`src/vfa_pkg.sv`:
```
// ----------------------------------------------------------------------------
// vfa_pkg
// Shared types, opcodes and saturation helper for the vec3 fixed-point ALU.
// ----------------------------------------------------------------------------
package vfa_pkg;

  localparam int Q_W           = 32;
  localparam int FRAC_BITS_DEF = 16;
  localparam int SQRT_STAGES   = 32;  // one root bit per stage
  localparam int DIV_STAGES    = 32;  // one quotient bit per stage
  localparam int SAT_W         = 72;

  typedef logic signed [Q_W-1:0] q_t;
  typedef logic [Q_W-1:0]        mag_t;

  localparam q_t Q_MAX = 32'sh7fff_ffff;
  localparam q_t Q_MIN = 32'sh8000_0000;

  typedef enum logic [3:0] {
    CMD_VADD  = 4'd0,
    CMD_VSUB  = 4'd1,
    CMD_VMUL  = 4'd2,
    CMD_SADD  = 4'd3,
    CMD_SSUB  = 4'd4,
    CMD_SMUL  = 4'd5,
    CMD_SDIV  = 4'd6,
    CMD_DOT   = 4'd7,
    CMD_CROSS = 4'd8,
    CMD_MAG   = 4'd9,
    CMD_NORM  = 4'd10,
    CMD_EQ    = 4'd11,
    CMD_NE    = 4'd12
  } cmd_t;

  // sideband that rides along the root and quotient pipelines
  typedef struct packed {
    cmd_t       cmd;
    q_t [2:0]   v;
    q_t         rs;
    logic       cmp;
    mag_t [2:0] amag;
    logic [2:0] aneg;
    mag_t       smag;
    logic       sneg;
    mag_t       root;
  } ctx_t;

  function automatic q_t sat_q(input logic signed [SAT_W-1:0] v);
    q_t res;
    if (v > SAT_W'(Q_MAX)) begin
      res = Q_MAX;
    end else if (v < SAT_W'(Q_MIN)) begin
      res = Q_MIN;
    end else begin
      res = q_t'(v[Q_W-1:0]);
    end
    return res;
  endfunction

endpackage

```
`src/vfa_isqrt.sv`:
```
// ----------------------------------------------------------------------------
// vfa_isqrt
// Pipelined integer square root, 64-bit radicand, one root bit per stage.
// ----------------------------------------------------------------------------
module vfa_isqrt import vfa_pkg::*; (
  input  logic        clk,
  input  logic        en,
  input  logic [63:0] rad,
  output mag_t        root
);

  logic [32:0] rem_r  [SQRT_STAGES];
  mag_t        root_r [SQRT_STAGES];
  logic [63:0] rad_r  [SQRT_STAGES];

  for (genvar k = 0; k < SQRT_STAGES; k++) begin : g_stg
    logic [32:0] rem_in;
    mag_t        root_in;
    logic [63:0] rad_in;
    logic [34:0] part;
    logic [34:0] trial;

    if (k == 0) begin : g_first
      assign rem_in  = '0;
      assign root_in = '0;
      assign rad_in  = rad;
    end else begin : g_next
      assign rem_in  = rem_r[k-1];
      assign root_in = root_r[k-1];
      assign rad_in  = rad_r[k-1];
    end

    assign part  = {rem_in, rad_in[63:62]};
    assign trial = {1'b0, root_in, 2'b01};

    always_ff @(posedge clk) begin
      if (en) begin
        if (part >= trial) begin
          rem_r[k]  <= 33'(part - trial);
          root_r[k] <= {root_in[Q_W-2:0], 1'b1};
        end else begin
          rem_r[k]  <= part[32:0];
          root_r[k] <= {root_in[Q_W-2:0], 1'b0};
        end
        rad_r[k] <= {rad_in[61:0], 2'b00};
      end
    end
  end

  assign root = root_r[SQRT_STAGES-1];

endmodule

```
`config.mk`:
```
export PLATFORM = sky130hd
export DESIGN_NAME = vfa_isqrt
export DESIGN_NICKNAME = d
export VERILOG_FILES = /design/src/vfa_pkg.sv /design/src/vfa_isqrt.sv
export SDC_FILE = /design/constraint.sdc
export NUM_CORES = 2
export LEC_CHECK = 0
export BUFFER_PORTS_ARGS = -buffer_cell sky130_fd_sc_hd__buf_2
export CAP_MARGIN = 20
export CORE_MARGIN = 2
export CORE_UTILIZATION = 40
export CTS_CLUSTER_SIZE = 16
export DETAILED_ROUTE_END_ITERATION = 10
export GPL_ROUTABILITY_DRIVEN = 0
export PLACE_DENSITY = 0.66
export SYNTH_ARGS = -nofsm -noshare
export SYNTH_HDL_FRONTEND = slang
export SYNTH_MEMORY_MAX_BITS = 65536
export SYNTH_SLANG_ARGS = --single-unit
```
`constraint.sdc`:
```
create_clock -name clk -period 6.5 [get_ports clk]
set_input_delay 0.975 -clock clk [delete_from_list [all_inputs] [get_ports clk]]
set_output_delay 0.975 -clock clk [all_outputs]
set_load 0.005 [all_outputs]
```
==> impl_metrics.yaml <==
status:
  status: "completed"
critical_path:
  rrSetupSlack_ps: 1840
  worstPathMaxFanout: 24
  r2r_start: "rem_r[0][286]$_DFFE_PP_"
  cp-endpoint: "rem_r[0][323]$_DFFE_PP_"
  cp-end-kind: "register"
  worstRegToRegCells: 10
  r2r-end: "rem_r[0][323]$_DFFE_PP_"
  crit_required_ps: 7070
  crit_start: "rem_r[0][286]$_DFFE_PP_"
  cp.arrival_ps: 5230
  start_kind: "register"
  path_class: "register to register"
power_and_ir_drop:
  power_density_nw_per_um2: 360.9
  ir_drop_v: 0.0002485
  leakagePower_uw: 0.04892
clock_tree:
  cts_made_buffers: 276
  cts-resized-gates: 0
  cts.hold.buffers_added: 0
  cts_setup_buffers: 0
  clock-sinks: 2495
  clkLatencyLatePin_ps: 870
  cts_root_buffer: "clkbuf_16"
  clockBufferDepth: 4
  cts_tree: "yes"
  cts.clk_slew.worst_paths_ps: 60
  h-tree-depth: 5
global_routing:
  grt_pass1_wl_um: 365800
  grt_pass1_vias: 69330
  track_usage_pct: 15.22
  grt_max_degree: 171
  antenna_found_initial: 1
  overflow: 0
synth:
  synth.top_cell.area_share_pct: 64.55
  yosysWarnings: 0
  syn_nets: 9654
  synth-seq-cells: 2495
  avgSynthCellArea_sq_um: 12.85
  async_reset_ff_share_pct: 0
  yosys-top-cells-area: "edfxtp_1 (65%), ha_1 (6.1%), xor2_1 (3.2%)"
  synth_top_area_cell: "edfxtp_1"
  synth_top_flop_cell: "edfxtp_1"
  post_synth_num_cell_types: 90
  synth_edf_count: 2494
  synthCells: 9026
  yosysSeqAreaShare_pct: 64.57
  netlist_area_sq_um: 116000
detailed_routing:
  viasPerCell: 5.309
  first_pass_iters: 7
  wl_um: 228800
  vias: 70470
  drcViolationCount: 0
  drtIter0Drc: 5660
  detail-route-antenna-nets: 0
  wire_per_inst_um: 17.24
floorplanning:
  die_height_um: 542.5
  core_sq_um: 288400
  die-area_sq_um: 294400
  die_w_um: 542.5
  initial_core_util_pct: 40.23
  fp-row-count: 197
  io_pins: 98
layout:
  fill_cells: 25430
  final_cell_mix: "edfxtp_1 (2494), nand2_1 (718), inv_1 (710)"
  final_common_cell: "edfxtp_1"
  layout.cells.non_filler: 13270
  drive_above_1_share_pct: 7.417
  area_growth_pct: 12.21
  nets: 9903
sta:
  slew_violations: 0
  layout_min_cycle_time_ps: 4660
  hold_viol_final: 0
  slew_headroom_pct: 31.84
  finalClockSkew_ps: 46.73
  fin_setup_tns_ps: 0
  fmax_mhz: 214.6
  setup_ws_ps: 1840
  max_slew.worst_pin.slew_ps: 1013
  finalSetupViolations: 0
  finalCritPeriodShare_pct: 71.69
  rsz0062_at_grt: "false"
worst_hold_path:
  hold_class: "input pin to register"
  hold_depth: 1
place:
  dp_cells: 12780
  pre_cts_ws_ps: 1864
  hpwl_um: 163300
  io_buffers: 97
flow_run:
  cap_violations: 0
critical path, stage by stage, from the launching register on:
cell and delay, ps:
edfxtp_1 430, or4_1 570, or3_1 380, or3_1 370, or4_1 520, nor3_1 520
o2111ai_2 660, nand2_1 440, a21o_2 240, nor4_1 90, xor2_1 160
report_power, final:
group / switching (uW) / total (uW) / internal, uW / leakage (uW)
clock network: 6330 / 15400 / 9090 / 0.00433
registers: 1430 / 21900 / 20500 / 0.0241
logic: 5620 / 9640 / 4020 / 0.0205
total: 13400 / 47000 / 33600 / 0.0489
metal layers:
metal  global-route usage, %  part of all wire, %  vias to the layer above
li1                        -                    -                    33790
met1                   18.82                   41                    34100
met2                   26.73                   50                     1982
met3                   2.110                  4.9                      590
met4                   6.117                  4.0                        0
met5                       0                    0                        -
how the worst min path moves through the flow:
stage / end / start / slack, ps
final: rad_r[0][9]$_DFFE_PP_ / rad[9] / 270
after global routing: rad_r[0][9]$_DFFE_PP_ / rad[9] / 200
after CTS: rad_r[0][9]$_DFFE_PP_ / rad[9] / 170
after detailed placement: rad_r[0][161]$_DFFE_PP_ / rad_r[0][97]$_DFFE_PP_ / 400
after global placement: rad_r[0][513]$_DFFE_PP_ / rad_r[0][449]$_DFFE_PP_ / 400
after floorplan: rad_r[0][100]$_DFFE_PP_ / rad_r[0][36]$_DFFE_PP_ / 400
per-stage QoR:
stage	hold WS, ps	utilization [%]	cell area [sq um]	total power [uW]
after global routing	201.7	45.14	130200	49370
after floorplan	400.3	-	116000	28900
final	268.3	45.14	130200	46980
after detailed placement	404.5	42.01	121200	31740
after CTS	174.9	45.13	130200	47370
after global placement	400.0	42.01	121200	31380
synth_stat cells, drive strengths merged, types with 17 or more instances:
cell     count
nand3      150
nand4       83
or3         94
a21o       221
nor2       477
o21a       101
o22ai       18
nor4       122
a31oi       43
nand3b      21
edfxtp    2494
xor2       430
a2111oi     17
o21ai      595
nor4b       24
o31ai       46
or2         52
nand2b     121
inv        713
a211oi      43
xnor2      390
nor2b       87
nand2      718
or4         54
o211ai      29
o21bai      55
mux2        44
and3        43
ha         562
and2        44
nor3       224
clkbuf     179
a21oi      486
registers in the layout (all words and copies together), names as in the netlist:
signal and count:
rad_r 992, rem_r 975, root_r 528
cells by family after synthesis:
kind of cell	count (synthesis)	synth area share, %
buffers and inverters	908	2.945
AOI/OAI and AO/OA	1799	9.457
xor gates and xnor gates	820	6.191
DFF	2495	64.57
and+or+nand+nor	2383	10.22
adders and majority gates	562	6.061
muxes	59	0.5565
final cells by class:
type                            count  area [sq um]  area share (%)
Inverter                          714          2680           2.059
Sequential cell                  2495         74910           57.55
Multi-Input combinational cell   5623         37780           29.02
Clock inverter                    167          1852           1.423
Tap cell                         3781          4731           3.634
Timing Repair Buffer              165          1075          0.8256
Antenna cell                        1         2.502        0.001922
Clock buffer                      328          7144           5.488
No activity file was read; power rests on OpenSTA's default activity.
